$ cat config.mk
export PLATFORM = sky130hd
export DESIGN_NAME = calendar_date_facts_unit
export DESIGN_NICKNAME = d
export VERILOG_FILES = /design/src/rtl/core/cdf_pkg.sv /design/src/rtl/core/cdf_div_stage.sv /design/src/rtl/core/cdf_rem_stage.sv /design/src/rtl/core/cdf_zeller_stage.sv /design/src/rtl/core/cdf_week_stage.sv /design/src/rtl/core/calendar_date_facts_unit.sv
export SDC_FILE = /design/constraint.sdc
export NUM_CORES = 1
export LEC_CHECK = 0
export ABC_CLOCK_PERIOD_IN_PS = 17100
export CAP_MARGIN = 20
export CORE_ASPECT_RATIO = 1.4
export CORE_UTILIZATION = 50
export DETAILED_ROUTE_END_ITERATION = 8
export DONT_BUFFER_PORTS = 1
export HOLD_SLACK_MARGIN = 0.05
export SLEW_MARGIN = 10
export SYNTH_ARGS = -nofsm -noshare
export SYNTH_HDL_FRONTEND = slang
export SYNTH_HIERARCHICAL = 1
export SYNTH_SLANG_ARGS = --single-unit
$ cat constraint.sdc
create_clock -name clk -period 17.1 [get_ports clk]
set_input_delay 1.71 -clock clk [delete_from_list [all_inputs] [get_ports clk]]
set_output_delay 1.71 -clock clk [all_outputs]
set_load 0.05 [all_outputs]
$ cat src/rtl/core/cdf_pkg.sv
// ----------------------------------------------------------------------------
// cdf_pkg
// Types, constants and small functions shared by the calendar date pipeline.
// ----------------------------------------------------------------------------
package cdf_pkg;

  localparam int YearW  = 14;
  localparam int MonthW = 4;
  localparam int DayW   = 5;
  localparam int MlenW  = 5;
  localparam int WdayW  = 3;
  localparam int OrdW   = 9;
  localparam int WeekW  = 6;

  // Shifted years are at most 16383 + 400, which needs 15 bits.
  localparam int ZyW   = 15;
  localparam int CentW = 8;
  localparam int RemW  = 7;

  // x / 100 == (x * 5243) >> 19 for every x below 43690.
  localparam int unsigned Div100Mul   = 5243;
  localparam int          Div100Shift = 19;
  // x / 7 == (x * 293) >> 11 for every x below 683.
  localparam int unsigned Div7Mul     = 293;
  localparam int          Div7Shift   = 11;

  localparam logic [MonthW-1:0] MonthJan = 4'd1;
  localparam logic [MonthW-1:0] MonthFeb = 4'd2;
  localparam logic [MonthW-1:0] MonthMar = 4'd3;
  localparam logic [MonthW-1:0] MonthDec = 4'd12;
  localparam logic [MonthW-1:0] ZellerJan = 4'd13;

  typedef struct packed {
    logic [YearW-1:0]  year;
    logic [MonthW-1:0] month;
    logic [DayW-1:0]   day;
    logic [CentW-1:0]  yq;     // year / 100
    logic [MonthW-1:0] zm;     // Zeller month of the date (3..15)
    logic [ZyW-1:0]    zy;     // Zeller year of the date, 400 years on
    logic [CentW-1:0]  zq;     // zy / 100
    logic [ZyW-1:0]    jy;     // Zeller year of January 1
    logic [CentW-1:0]  jq;     // jy / 100
  } s1_t;

  typedef struct packed {
    logic              leap;
    logic [MlenW-1:0]  mlen;
    logic [OrdW-1:0]   ord;
    logic [DayW-1:0]   day;
    logic [MonthW-1:0] zm;
    logic [RemW-1:0]   zk;
    logic [CentW-1:0]  zj;
    logic [RemW-1:0]   jk;
    logic [CentW-1:0]  jj;
  } s2_t;

  typedef struct packed {
    logic              leap;
    logic [MlenW-1:0]  mlen;
    logic [OrdW-1:0]   ord;
    logic [WdayW-1:0]  wday;
    logic [WdayW-1:0]  jan1;
  } s3_t;

  function automatic logic [CentW-1:0] div100(input logic [ZyW-1:0] x);
    logic [27:0] p;
    p = 28'(x) * 28'(Div100Mul);
    return p[Div100Shift+CentW-1:Div100Shift];
  endfunction

  function automatic logic [RemW-1:0] rem100(input logic [ZyW-1:0] x,
                                              input logic [CentW-1:0] q);
    logic [ZyW-1:0] r;
    r = x - ZyW'(q * 15'd100);
    return r[RemW-1:0];
  endfunction

  // 11-bit value modulo 7 by folding octal digits (8 is 1 modulo 7).
  function automatic logic [2:0] mod7(input logic [10:0] x);
    logic [4:0] s;
    logic [3:0] t;
    s = 5'(x[2:0]) + 5'(x[5:3]) + 5'(x[8:6]) + 5'(x[10:9]);
    t = 4'(s[4:3]) + 4'(s[2:0]);
    return (t >= 4'd7) ? 3'(t - 4'd7) : t[2:0];
  endfunction

  // floor(13 * (mm + 1) / 5) for Zeller months 3..15.
  function automatic logic [5:0] zeller_month_term(input logic [MonthW-1:0] mm);
    logic [5:0] v;
    unique case (mm)
      4'd3:    v = 6'd10;
      4'd4:    v = 6'd13;
      4'd5:    v = 6'd15;
      4'd6:    v = 6'd18;
      4'd7:    v = 6'd20;
      4'd8:    v = 6'd23;
      4'd9:    v = 6'd26;
      4'd10:   v = 6'd28;
      4'd11:   v = 6'd31;
      4'd12:   v = 6'd33;
      4'd13:   v = 6'd36;
      4'd14:   v = 6'd39;
      4'd15:   v = 6'd41;
      default: v = 6'd0;
    endcase
    return v;
  endfunction

  function automatic logic [MlenW-1:0] month_len(input logic [MonthW-1:0] m,
                                                 input logic leap);
    logic [MlenW-1:0] v;
    unique case (m)
      4'd1, 4'd3, 4'd5, 4'd7, 4'd8, 4'd10, 4'd12: v = 5'd31;
      4'd4, 4'd6, 4'd9, 4'd11:                    v = 5'd30;
      4'd2:    v = leap ? 5'd29 : 5'd28;
      default: v = 5'd0;
    endcase
    return v;
  endfunction

  // Days of the common-year months that lie before month m.
  function automatic logic [OrdW-1:0] days_before(input logic [MonthW-1:0] m);
    logic [OrdW-1:0] v;
    unique case (m)
      4'd0, 4'd1: v = 9'd0;
      4'd2:       v = 9'd31;
      4'd3:       v = 9'd59;
      4'd4:       v = 9'd90;
      4'd5:       v = 9'd120;
      4'd6:       v = 9'd151;
      4'd7:       v = 9'd181;
      4'd8:       v = 9'd212;
      4'd9:       v = 9'd243;
      4'd10:      v = 9'd273;
      4'd11:      v = 9'd304;
      4'd12:      v = 9'd334;
      default:    v = 9'd365;
    endcase
    return v;
  endfunction

endpackage

$ cat src/rtl/core/cdf_div_stage.sv
// ----------------------------------------------------------------------------
// cdf_div_stage
// First stage: Zeller month and year shift, and the three divisions by 100.
// ----------------------------------------------------------------------------
module cdf_div_stage (
  input  logic                       clk,
  input  logic                       rst_n,
  input  logic                       in_valid,
  input  logic [cdf_pkg::YearW-1:0]  in_year,
  input  logic [cdf_pkg::MonthW-1:0] in_month,
  input  logic [cdf_pkg::DayW-1:0]   in_day,
  output logic                       s1_valid,
  output cdf_pkg::s1_t               s1
);

  logic         valid_r;
  cdf_pkg::s1_t data_r;
  cdf_pkg::s1_t data_nxt;

  always_comb begin
    data_nxt       = '0;
    data_nxt.year  = in_year;
    data_nxt.month = in_month;
    data_nxt.day   = in_day;
    data_nxt.yq    = cdf_pkg::div100(cdf_pkg::ZyW'(in_year));
    // January and February count as months 13 and 14 of the year before.
    if (in_month < cdf_pkg::MonthMar) begin
      data_nxt.zm = in_month + cdf_pkg::MonthDec;
      data_nxt.zy = cdf_pkg::ZyW'(in_year) + 15'd399;
    end else begin
      data_nxt.zm = in_month;
      data_nxt.zy = cdf_pkg::ZyW'(in_year) + 15'd400;
    end
    data_nxt.zq = cdf_pkg::div100(data_nxt.zy);
    data_nxt.jy = cdf_pkg::ZyW'(in_year) + 15'd399;
    data_nxt.jq = cdf_pkg::div100(data_nxt.jy);
  end

  always_ff @(posedge clk) begin
    if (!rst_n) begin
      valid_r <= 1'b0;
    end else begin
      valid_r <= in_valid;
    end
  end

  always_ff @(posedge clk) begin
    data_r <= data_nxt;
  end

  assign s1_valid = valid_r;
  assign s1       = data_r;

endmodule

$ cat src/rtl/core/cdf_rem_stage.sv
// ----------------------------------------------------------------------------
// cdf_rem_stage
// Second stage: remainders by 100, leap flag, month length and ordinal day.
// ----------------------------------------------------------------------------
module cdf_rem_stage (
  input  logic         clk,
  input  logic         rst_n,
  input  logic         s1_valid,
  input  cdf_pkg::s1_t s1,
  output logic         s2_valid,
  output cdf_pkg::s2_t s2
);

  logic                      valid_r;
  cdf_pkg::s2_t              data_r;
  cdf_pkg::s2_t              data_nxt;
  logic [cdf_pkg::RemW-1:0]  yk;

  always_comb begin
    data_nxt = '0;
    yk       = cdf_pkg::rem100(cdf_pkg::ZyW'(s1.year), s1.yq);
    // A century year is a leap year only when the century divides by four.
    data_nxt.leap = (s1.year[1:0] == 2'd0) && ((yk != '0) || (s1.yq[1:0] == 2'd0));
    data_nxt.mlen = cdf_pkg::month_len(s1.month, data_nxt.leap);
    data_nxt.ord  = cdf_pkg::days_before(s1.month)
                  + cdf_pkg::OrdW'(data_nxt.leap && (s1.month >= cdf_pkg::MonthMar))
                  + cdf_pkg::OrdW'(s1.day);
    data_nxt.day  = s1.day;
    data_nxt.zm   = s1.zm;
    data_nxt.zk   = cdf_pkg::rem100(s1.zy, s1.zq);
    data_nxt.zj   = s1.zq;
    data_nxt.jk   = cdf_pkg::rem100(s1.jy, s1.jq);
    data_nxt.jj   = s1.jq;
  end

  always_ff @(posedge clk) begin
    if (!rst_n) begin
      valid_r <= 1'b0;
    end else begin
      valid_r <= s1_valid;
    end
  end

  always_ff @(posedge clk) begin
    data_r <= data_nxt;
  end

  assign s2_valid = valid_r;
  assign s2       = data_r;

endmodule

$ cat src/rtl/core/cdf_zeller_stage.sv
// ----------------------------------------------------------------------------
// cdf_zeller_stage
// Third stage: Zeller's congruence for the date and for January 1.
// ----------------------------------------------------------------------------
module cdf_zeller_stage (
  input  logic         clk,
  input  logic         rst_n,
  input  logic         s2_valid,
  input  cdf_pkg::s2_t s2,
  output logic         s3_valid,
  output cdf_pkg::s3_t s3
);

  logic         valid_r;
  cdf_pkg::s3_t data_r;
  cdf_pkg::s3_t data_nxt;
  logic [10:0]  zsum;
  logic [10:0]  jsum;
  logic [2:0]   zh;
  logic [2:0]   jh;

  // The factor 5 on the century stands for -2 modulo 7.
  always_comb begin
    zsum = 11'(s2.day) + 11'(cdf_pkg::zeller_month_term(s2.zm)) + 11'(s2.zk)
         + 11'(s2.zk[6:2]) + 11'(s2.zj[7:2]) + 11'(s2.zj) * 11'd5;
    jsum = 11'd1 + 11'(cdf_pkg::zeller_month_term(cdf_pkg::ZellerJan)) + 11'(s2.jk)
         + 11'(s2.jk[6:2]) + 11'(s2.jj[7:2]) + 11'(s2.jj) * 11'd5;
    zh   = cdf_pkg::mod7(zsum);
    jh   = cdf_pkg::mod7(jsum);

    data_nxt      = '0;
    data_nxt.leap = s2.leap;
    data_nxt.mlen = s2.mlen;
    data_nxt.ord  = s2.ord;
    // Zeller counts from Saturday; move the origin to Sunday.
    data_nxt.wday = (zh == 3'd0) ? 3'd6 : zh - 3'd1;
    data_nxt.jan1 = (jh == 3'd0) ? 3'd6 : jh - 3'd1;
  end

  always_ff @(posedge clk) begin
    if (!rst_n) begin
      valid_r <= 1'b0;
    end else begin
      valid_r <= s2_valid;
    end
  end

  always_ff @(posedge clk) begin
    data_r <= data_nxt;
  end

  assign s3_valid = valid_r;
  assign s3       = data_r;

endmodule

$ cat src/rtl/core/cdf_week_stage.sv
// ----------------------------------------------------------------------------
// cdf_week_stage
// Last stage: week number and the result registers.
// ----------------------------------------------------------------------------
module cdf_week_stage (
  input  logic                      clk,
  input  logic                      rst_n,
  input  logic                      s3_valid,
  input  cdf_pkg::s3_t              s3,
  output logic                      out_valid,
  output logic                      out_leap_year,
  output logic [cdf_pkg::MlenW-1:0] out_month_length,
  output logic [cdf_pkg::WdayW-1:0] out_weekday,
  output logic [cdf_pkg::OrdW-1:0]  out_ordinal_day,
  output logic [cdf_pkg::WeekW-1:0] out_week_number
);

  logic                      valid_r;
  logic                      leap_r;
  logic [cdf_pkg::MlenW-1:0] mlen_r;
  logic [cdf_pkg::WdayW-1:0] wday_r;
  logic [cdf_pkg::OrdW-1:0]  ord_r;
  logic [cdf_pkg::WeekW-1:0] week_r;
  logic [cdf_pkg::WeekW-1:0] week_nxt;
  logic [9:0]                sum;
  logic [9:0]                days;
  logic [19:0]               prod;
  logic [cdf_pkg::WeekW-1:0] q7;

  always_comb begin
    sum  = 10'(s3.ord) + 10'(s3.jan1);
    days = (sum == '0) ? '0 : sum - 10'd1;
    prod = 20'(days) * 20'(cdf_pkg::Div7Mul);
    q7   = prod[cdf_pkg::Div7Shift+cdf_pkg::WeekW-1:cdf_pkg::Div7Shift];
    // A year whose January 1 falls Sunday to Thursday starts in week one.
    week_nxt = q7 + cdf_pkg::WeekW'(s3.jan1 <= 3'd4);
    if (week_nxt == '0) begin
      week_nxt = 6'd1;
    end
  end

  always_ff @(posedge clk) begin
    if (!rst_n) begin
      valid_r <= 1'b0;
    end else begin
      valid_r <= s3_valid;
    end
  end

  always_ff @(posedge clk) begin
    leap_r <= s3.leap;
    mlen_r <= s3.mlen;
    wday_r <= s3.wday;
    ord_r  <= s3.ord;
    week_r <= week_nxt;
  end

  assign out_valid        = valid_r;
  assign out_leap_year    = leap_r;
  assign out_month_length = mlen_r;
  assign out_weekday      = wday_r;
  assign out_ordinal_day  = ord_r;
  assign out_week_number  = week_r;

endmodule

$ cat src/rtl/core/calendar_date_facts_unit.sv
// ----------------------------------------------------------------------------
// calendar_date_facts_unit
// Leap flag, month length, weekday, ordinal day and week number of a date.
// ----------------------------------------------------------------------------
//   channel   handshake            payload
//   request   start / busy         in_year, in_month, in_day
//   result    out_valid (strobe)   out_leap_year, out_month_length, out_weekday,
//                                  out_ordinal_day, out_week_number
//
// A request is taken in every cycle in which busy is low; its result is strobed
// one per request, in order, after it passes the four pipeline stages:
// divisions by 100, remainders and day counts, Zeller sums, week division.
// Reset clears the stage valid bits; busy is high only while reset is held.
// The receiver cannot stall, so nothing in the pipeline ever waits.
// ----------------------------------------------------------------------------
module calendar_date_facts_unit (
  input  logic                       clk,
  input  logic                       rst_n,
  input  logic                       start,
  output logic                       busy,
  input  logic [cdf_pkg::YearW-1:0]  in_year,
  input  logic [cdf_pkg::MonthW-1:0] in_month,
  input  logic [cdf_pkg::DayW-1:0]   in_day,
  output logic                       out_valid,
  output logic                       out_leap_year,
  output logic [cdf_pkg::MlenW-1:0]  out_month_length,
  output logic [cdf_pkg::WdayW-1:0]  out_weekday,
  output logic [cdf_pkg::OrdW-1:0]   out_ordinal_day,
  output logic [cdf_pkg::WeekW-1:0]  out_week_number
);

  logic         req_valid;
  logic         s1_valid;
  logic         s2_valid;
  logic         s3_valid;
  cdf_pkg::s1_t s1;
  cdf_pkg::s2_t s2;
  cdf_pkg::s3_t s3;

  assign busy      = !rst_n;
  assign req_valid = start && !busy;

  cdf_div_stage u_div (
    .clk      (clk),
    .rst_n    (rst_n),
    .in_valid (req_valid),
    .in_year  (in_year),
    .in_month (in_month),
    .in_day   (in_day),
    .s1_valid (s1_valid),
    .s1       (s1)
  );

  cdf_rem_stage u_rem (
    .clk      (clk),
    .rst_n    (rst_n),
    .s1_valid (s1_valid),
    .s1       (s1),
    .s2_valid (s2_valid),
    .s2       (s2)
  );

  cdf_zeller_stage u_zeller (
    .clk      (clk),
    .rst_n    (rst_n),
    .s2_valid (s2_valid),
    .s2       (s2),
    .s3_valid (s3_valid),
    .s3       (s3)
  );

  cdf_week_stage u_week (
    .clk              (clk),
    .rst_n            (rst_n),
    .s3_valid         (s3_valid),
    .s3               (s3),
    .out_valid        (out_valid),
    .out_leap_year    (out_leap_year),
    .out_month_length (out_month_length),
    .out_weekday      (out_weekday),
    .out_ordinal_day  (out_ordinal_day),
    .out_week_number  (out_week_number)
  );

  // Every request that is taken comes out as a result strobe.
  a_latency : assert property (@(posedge clk) disable iff (!rst_n)
    req_valid |-> ##4 out_valid)
    else $error("result strobe missing four cycles after a request");

  a_no_spurious : assert property (@(posedge clk) disable iff (!rst_n)
    out_valid |-> $past(s3_valid))
    else $error("result strobe without an item in the last stage");

  a_leap_feb : assert property (@(posedge clk) disable iff (!rst_n)
    (out_valid && out_month_length == 5'd29) |-> out_leap_year)
    else $error("29-day month reported in a common year");

  a_ranges : assert property (@(posedge clk) disable iff (!rst_n)
    out_valid |-> (out_weekday <= 3'd6) && (out_week_number != 6'd0))
    else $error("weekday or week number out of range");

endmodule

; ---- Word level (Yosys, flattened, before mapping)
; Memory sizes are Yosys's and may differ from the RTL's. A register that Yosys moved wholly into a read port is not among the register bits.
; Index checks and enable logic that the tools add are counted.
[word_totals]
mem_count = 2
output_inout_bits = 26
inputBits = 26
elab_cells = 111
rom_bits = 240
ff_bits = 157
[memory_table]
columns = memory, depth, word_bits, rd, rd_ports_with_merged_regs, wr, line
row1 = (name not given), 16, 9, 1, 1, 0, cdf_pkg.sv:124  ; unique case (m)
row2 = (name not given), 16, 6, 1, 1, 0, cdf_pkg.sv:90  ; unique case (mm)
[classes]
add_sub_neg = 32
order_cmp = 5
eq_ne = 12
multipliers = 9
mux = 6
n_reduce_logical = 14
[op_table]
columns = op, count
row1 = $mul A15 B13 Y27 const B, 2
row2 = $add A14 B9 Y15 const B, 2
row3 = $mul A14 B13 Y27 const B, 1
row4 = $mul A8 B5 Y5 const B, 3
row5 = $add A11 B11 Y11, 2
row6 = $add A11 B5 Y11, 2
row7 = $add A11 B6 Y11, 2
row8 = $mul A8 B3 Y11 const B, 2
row9 = $sub A7 B7 Y7, 3
row10 = $eq A4 B4 Y1 const B, 5
row11 = $mux W19, 1
row12 = $mul A10 B9 Y17 const B, 1
row13 = $eq A4 B3 Y1 const B, 4
row14 = $pmux W5 S3, 1
row15 = $add A11 B7 Y11, 1
row16 = $add A5 B2 Y5, 2
row17 = $add A5 B3 Y5, 2
row18 = $add A9 B3 Y10, 1
row19 = $logic_not A10 Y1, 1
row20 = $mux W10, 1
row21 = $sub A10 B1 Y10 const B, 1
row22 = $add A9 B1 Y9, 1
row23 = $add A9 B5 Y9, 1
row24 = $add A2 B3 Y4, 2
row25 = 24 further kinds, 34

; ---- Depth between registers and ports, before layout
; Gate-level depths: netlist of the first run.
[logic_depth]
word_depth = 12
depth_mapped = 31
mapped_depth_nobuf = 31

; ---- By module
; The synthesis of the first run kept the hierarchy.
[modules_own_cells]
columns = module, area_each_um2, cells_each, n_inst, seq_area_each_um2
row1 = cdf_div_stage, 12978.7, 1287, 1, 1601.5
row2 = cdf_zeller_stage, 3729.8, 382, 1, 440.4
row3 = cdf_week_stage, 2518.7, 276, 1, 500.5
row4 = cdf_rem_stage, 2323.5, 212, 1, 1061.0
row5 = calendar_date_facts_unit, 10.0, 2, 1, 0.0

; ---- Least setup slack after synthesis of the first run
; No wires, ideal clock.
[synth_path]
kind = input -> register
from = input in_year[0] (netlist name)
to = register u_div.data_r, in the netlist u_div/s1[28]
n_path_buf = 0
path_stages = 26
setup_time_ps = 72
required_time_ps = 17028
path_slack_ps = 9352
t_arrival_ps = 7675
cell_sequence = inv_1 ha_1 nand2b_1 nand3_2 a31oi_1 o21bai_1 and2_1 xnor2_1 inv_1 fa_1 inv_1 ha_1 inv_1 fa_1 inv_1 fa_1 inv_1 fa_1 inv_1 ha_1 and3_1 a221o_1 a221oi_2 nand3_2 o31ai_2 xnor2_1
[synth_lines]
columns = item, line
row1 = from (decl), calendar_date_facts_unit.sv:21  ; input logic [cdf_pkg::YearW-1:0] in_year,
row2 = to (signal assigned), cdf_div_stage.sv:48  ; data_r <= data_nxt;
row3 = to (decl), cdf_div_stage.sv:17  ; cdf_pkg::s1_t data_r;

; ---- Worst setup path after layout of the first run
[layout_path]
from = register u_zeller.data_r, in the netlist u_zeller/s3[0]
to = register u_week.week_r, in the netlist u_week/out_week_number[0]
[layout_via]
elab_chain_cells = 6
elab_cells_between_ends = 8
classes_between = add/sub (3) / mul (1) / order compare (1) / mux (1) / reduce/logical (2)
[layout_rtl]
columns = item, line
row1 = from (decl), cdf_zeller_stage.sv:15  ; cdf_pkg::s3_t data_r;
row2 = from (signal assigned), cdf_zeller_stage.sv:49  ; data_r <= data_nxt;
row3 = $add A9 B3 Y10, cdf_week_stage.sv:31  ; sum = 10'(s3.ord) + 10'(s3.jan1);
row4 = $sub A10 B1 Y10 / $logic_not A10 Y1 (equally long branches), cdf_week_stage.sv:32  ; days = (sum == '0) ? '0 : sum - 10'd1;
row5 = $mux W10, cdf_week_stage.sv:32
row6 = $mul A10 B9 Y17, cdf_week_stage.sv:33  ; prod = 20'(days) * 20'(cdf_pkg::Div7Mul);
row7 = $add A6 B1 Y6 *, cdf_week_stage.sv:36  ; week_nxt = q7 + cdf_pkg::WeekW'(s3.jan1 <= 3'd4);
row8 = $logic_not A6 Y1, cdf_week_stage.sv:37  ; if (week_nxt == '0) begin
row9 = to (signal assigned), cdf_week_stage.sv:55  ; week_r <= week_nxt;
row10 = to (decl), cdf_week_stage.sv:23  ; logic [cdf_pkg::WeekW-1:0] week_r;
; Every way passes the cells marked *; elsewhere a longest branch is shown, timed or not.
; A chain may end at the register's enable or synchronous reset.

==> qor.txt, run 1 <==
Num CTS Buffers - 17
post-CTS setup buffer count - 0
Hold Path Class - reg -> reg
I/O Pins - 52
crit share post-route - 0.4689
drt pass-1 iters - 5
Final Critical Period - 8.017 ns
detailed-placement wirelength estimate - 37050 µm
fraction of layout cells with a size suffix above 1 - 0.04223
CP Class - reg -> reg
final setup violation count - 0
Clk Latency, worst-skew pair - 0.45 ns
Least-Margin Pin Slew - 0.9517 ns
DRC viols - 0
H-tree Lvls - 4
post-synthesis area per instance - 9.871 µm²
Critical path origin - u_zeller/s3[0]
max-capacitance violation count - 0
reg2reg end - u_week/out_week_number[0]
grt ovf - 0
core footprint - 41180 µm²
cell area after layout - 22070 µm²
Initial Util - 0.5060
Final Slew Violations - 0
placed inst area - 21450 µm²
nets - 2870
Sum Neg Setup Slack - 0 ns
Worst-path clk slew - 0.07 ns
total die area - 42510 µm²
GRT Total Usage - 0.2123
area of the multi-input gates - 15510 µm²
outcome - finished clean
clock root cell - clkbuf_16
placed cells - 2639
post-CTS resize count - 0
Reg area - 3083 µm²
# diodes - 0
# port buffers - 0
DIE WIDTH - 174.5 µm
vias in the first global route - 15070
worst rel slew slack - 0.3588
Worst Setup End Kind - flip-flop
Max Fclk - 124.7 MHz
post-synth net total - 2863
routed wire length per instance - 15.60 µm
Gate Count Post-Synth - 2111
Vias/cell - 5.108
end of the critical path - u_week/out_week_number[0]
Die Y - 243.5 µm
CTS tree - built
DRT iter0 DRCs - 454
Area Overhead vs Synth - 5.921%
fin cells - 2671
clk_skew - 0.01312 ns
row count - 88
crit-path max FO - 6
initial antenna violation count - 0
via count - 13640
Fin. Hold Viols - 0
largest net degree at the start of global routing - 20
first-pass GRT wire length - 71620 µm
CTS Sinks - 154
critical path arrival - 8.39 ns
Antenna Nets Post-Route - 0
unrepaired setup endpoints after global routing - false
mapped cell area - 20840 µm²
CTS Hold Buffers Added - 0
worst path required time - 17.47 ns
crit path launch type - flip-flop
Routed WL - 41680 µm
R2R Setup Slk - 9.08 ns
worst r2r src - u_zeller/s3[0]
clock buffer depth - 2
Synth warnings - 6
fill cell count - 3787
GP Congestion - 0.9120
R2R cell count - 25
## sequential cells by signal, indices dropped and copies added, names as in the netlist, 3 cells and up
register,cells
u_rem/s2,52
u_week/out_ordinal_day,9
u_week/out_week_number,6
u_week/out_weekday,3
u_zeller/s3,21
u_div/s1,53
u_week/out_month_length,5
## stage by stage
step	util	setup slack, ns	hold slack (ns)
after floorplan	-	9.385	0.3096
after global placement	0.5210	8.809	0.3111
after detailed placement	0.5210	8.717	0.3121
after CTS	0.5360	9.074	0.3202
after global routing	0.5360	8.616	0.3288
final	0.5360	9.083	0.3205
## placed cells by master, fill, tap and decap left out, types with 15 or more instances in the layout
cell / count
inv_1: 572
ha_1: 464
fa_1: 262
dfxtp_1: 154
xnor2_1: 93
a21oi_1: 61
nor2_1: 60
nand2_1: 56
xor2_1: 34
o21ai_0: 33
a21o_1: 31
nand3_1: 25
clkbuf_16: 17
nor3_1: 15
## area by class of cell
type	instances	area share
Sequential cell	154	0.1397
Clock inverter	15	0.008730
Inverter	574	0.09762
Tap cell	540	0.03061
Multi-Input combinational cell	1367	0.7027
Timing Repair Buffer	4	0.001361
Clock buffer	17	0.01927
## worst max-delay path: stages, from the launching register on
cell      delay, ns
dfxtp_1        0.32
ha_1           0.25
fa_1           0.48
a21oi_1        0.41
nor2_1         0.16
xnor2_1        0.27
nand2_1        0.07
or4b_2         0.68
mux2_2         0.26
a31oi_1        0.09
nor2_1         0.37
ha_1           0.32
ha_1           0.27
inv_1          0.05
fa_1           0.49
fa_1           0.49
inv_1          0.04
ha_1           0.32
nand2_1        0.11
nor4_4         0.32
o221ai_1       0.29
and4_1         0.24
or4_4          0.56
or4_4          0.51
or3_1          0.37
a32oi_1        0.19
## how the worst min path moves through the flow
stage	startpoint	cells past startpoint	slack [ns]	to
floorplan	u_div/s1[28]	0	0.31	u_rem/s2[20]
global placement	u_rem/s2[42]	0	0.31	u_zeller/s3[9]
detailed placement	u_rem/s2[44]	0	0.31	u_zeller/s3[11]
CTS	u_div/s1[9]	0	0.32	u_rem/s2[9]
global route	u_div/s1[9]	0	0.33	u_rem/s2[9]
finish	u_div/s1[9]	0	0.32	u_rem/s2[9]
## per-layer routing
metal,routed length (µm),up-vias,GRT usage
li1,-,6734,-
met1,16010,6709,0.2226
met2,23900,146,0.4284
met3,890,54,0.02809
met4,867,0,0.06343
met5,0,-,0
Power of run 1 is left out: the tool's default activity adds up to more than one toggle a clock period on the data nets, which glitch-free logic cannot reach.
==> run 2, diff against run 1 <==
ABC_CLOCK_PERIOD_IN_PS = 8300   (was 17100)
clock period = 8.3 ns   (was 17.1 ns; I/O delays follow)
==> qor.txt, run 2 (same netlist as run 1, synthesis figures left out) <==
detailed-placement wirelength estimate - 37210 µm
Least-Margin Pin Slew - 0.8407 ns
worst path required time - 8.63 ns
Fin. Hold Viols - 0
routed wire length per instance - 15.73 µm
critical path's most frequent cell - fa_1
via count - 13640
Routed WL - 42180 µm
Worst-path clk slew - 0.08 ns
crit share post-route - 0.9317
GRT Total Usage - 0.2109
max-capacitance violation count - 0
critical path arrival - 8.06 ns
Worst Setup End Kind - flip-flop
Clk Latency, worst-skew pair - 0.44 ns
Max Fclk - 129.3 MHz
# port buffers - 0
H-tree Lvls - 4
crit-path max FO - 5
met2 Use GR - 0.4193
worst r2r src - u_rem/s2[31]
DRC viols - 0
crit path launch type - flip-flop
vias in the first global route - 14900
total die area - 42510 µm²
core footprint - 41180 µm²
GP Congestion - 0.8615
Final Slew Violations - 0
unrepaired setup endpoints after global routing - false
initial antenna violation count - 0
worst rel slew slack - 0.4355
CP peak stage delay - 0.57 ns
I/O Pins - 52
final setup violation count - 0
met1 demand-to-capacity share in global routing - 0.2244
Most Used Layer, Global Route - met2
drt pass-1 iters - 5
Largest delay share family, worst path - adder cells
nets - 2880
CTS Sinks - 154
Worst Path Buf+Inv - 3
max reg flops - 53
first-pass GRT wire length - 70840 µm
Sum Neg Setup Slack - 0 ns
GR Util met3 - 0.02481
Hold Path Class - reg -> reg
clock buffer depth - 2
CTS tree - built
CTS Hold Buffers Added - 0
slowest CP cell - fa_1
CP Class - reg -> reg
Num CTS Buffers - 17
fraction of layout cells with a size suffix above 1 - 0.04717
most frequent cells in the layout - inv_1, ha_1, fa_1
DIE WIDTH - 174.5 µm
largest net degree at the start of global routing - 20
post-CTS setup buffer count - 0
clock root cell - clkbuf_16
DRT iter0 DRCs - 371
Vias/cell - 5.086
# diodes - 0
row count - 88
Area Overhead vs Synth - 6.269%
Initial Util - 0.5060
Hold Crit Start - u_rem/s2[48]
post-CTS resize count - 0
Antenna Nets Post-Route - 0
Die Y - 243.5 µm
Final Critical Period - 7.733 ns
outcome - finished clean
commonest non-fill, non-tap cell in the layout - inv_1
Critical path origin - u_rem/s2[31]
clk_skew - 0.009680 ns
grt ovf - 0
-- run 2: worst reg2reg max path: cells and delay by family, from the launching register on --
family	cells	cell delay, ns
AO/OA/AOI/OAI	5	0.78
adder cells (fa/ha/maj)	13	4.84
buffers and inverters	3	0.19
XOR/XNOR	2	0.33
flip-flops	1	0.41
AND/OR/NAND/NOR	3	0.33
multiplexers	3	0.75
-- run 2: per-stage QoR --
stage | instances | hold WS (ns) | setup WS, ns | area (µm²) | util
floorplan | 2111 | 0.3096 | 1.004 | 20840 | -
global placement | 2649 | 0.3103 | 0.7580 | 21530 | 0.5228
detailed placement | 2649 | 0.3121 | 0.5405 | 21530 | 0.5228
CTS | 2681 | 0.3279 | 0.5002 | 22140 | 0.5376
global route | 2681 | 0.3291 | 0.03984 | 22140 | 0.5377
finish | 2681 | 0.3250 | 0.5668 | 22140 | 0.5377
-- run 2: layout make-up --
type                    count  area [µm²]
fillers                  3770       19040
well taps                 540       675.6
repair buffers             14       105.1
flip-flops and latches    154        3083
clock buffers              17       425.4
clock inverters            15       186.4
multi-input cells        1367       15510
inverters                 574        2155
-- run 2: final timing paths --
kind	to	slack, ns	depth (start not counted)
worst max-delay path	u_zeller/s3[3]	0.57	29
worst min-delay path	u_zeller/s3[15]	0.33	0
worst max register to register	u_zeller/s3[3]	0.57	29
worst min register to register	u_zeller/s3[15]	0.33	0
-- run 2: layer usage --
metal	wire, µm	vias up
li1	-	6750
met1	16220	6686
met2	24000	149
met3	813	51
met4	1148	0
met5	0	-
Power of run 2 is left out for the same reason.
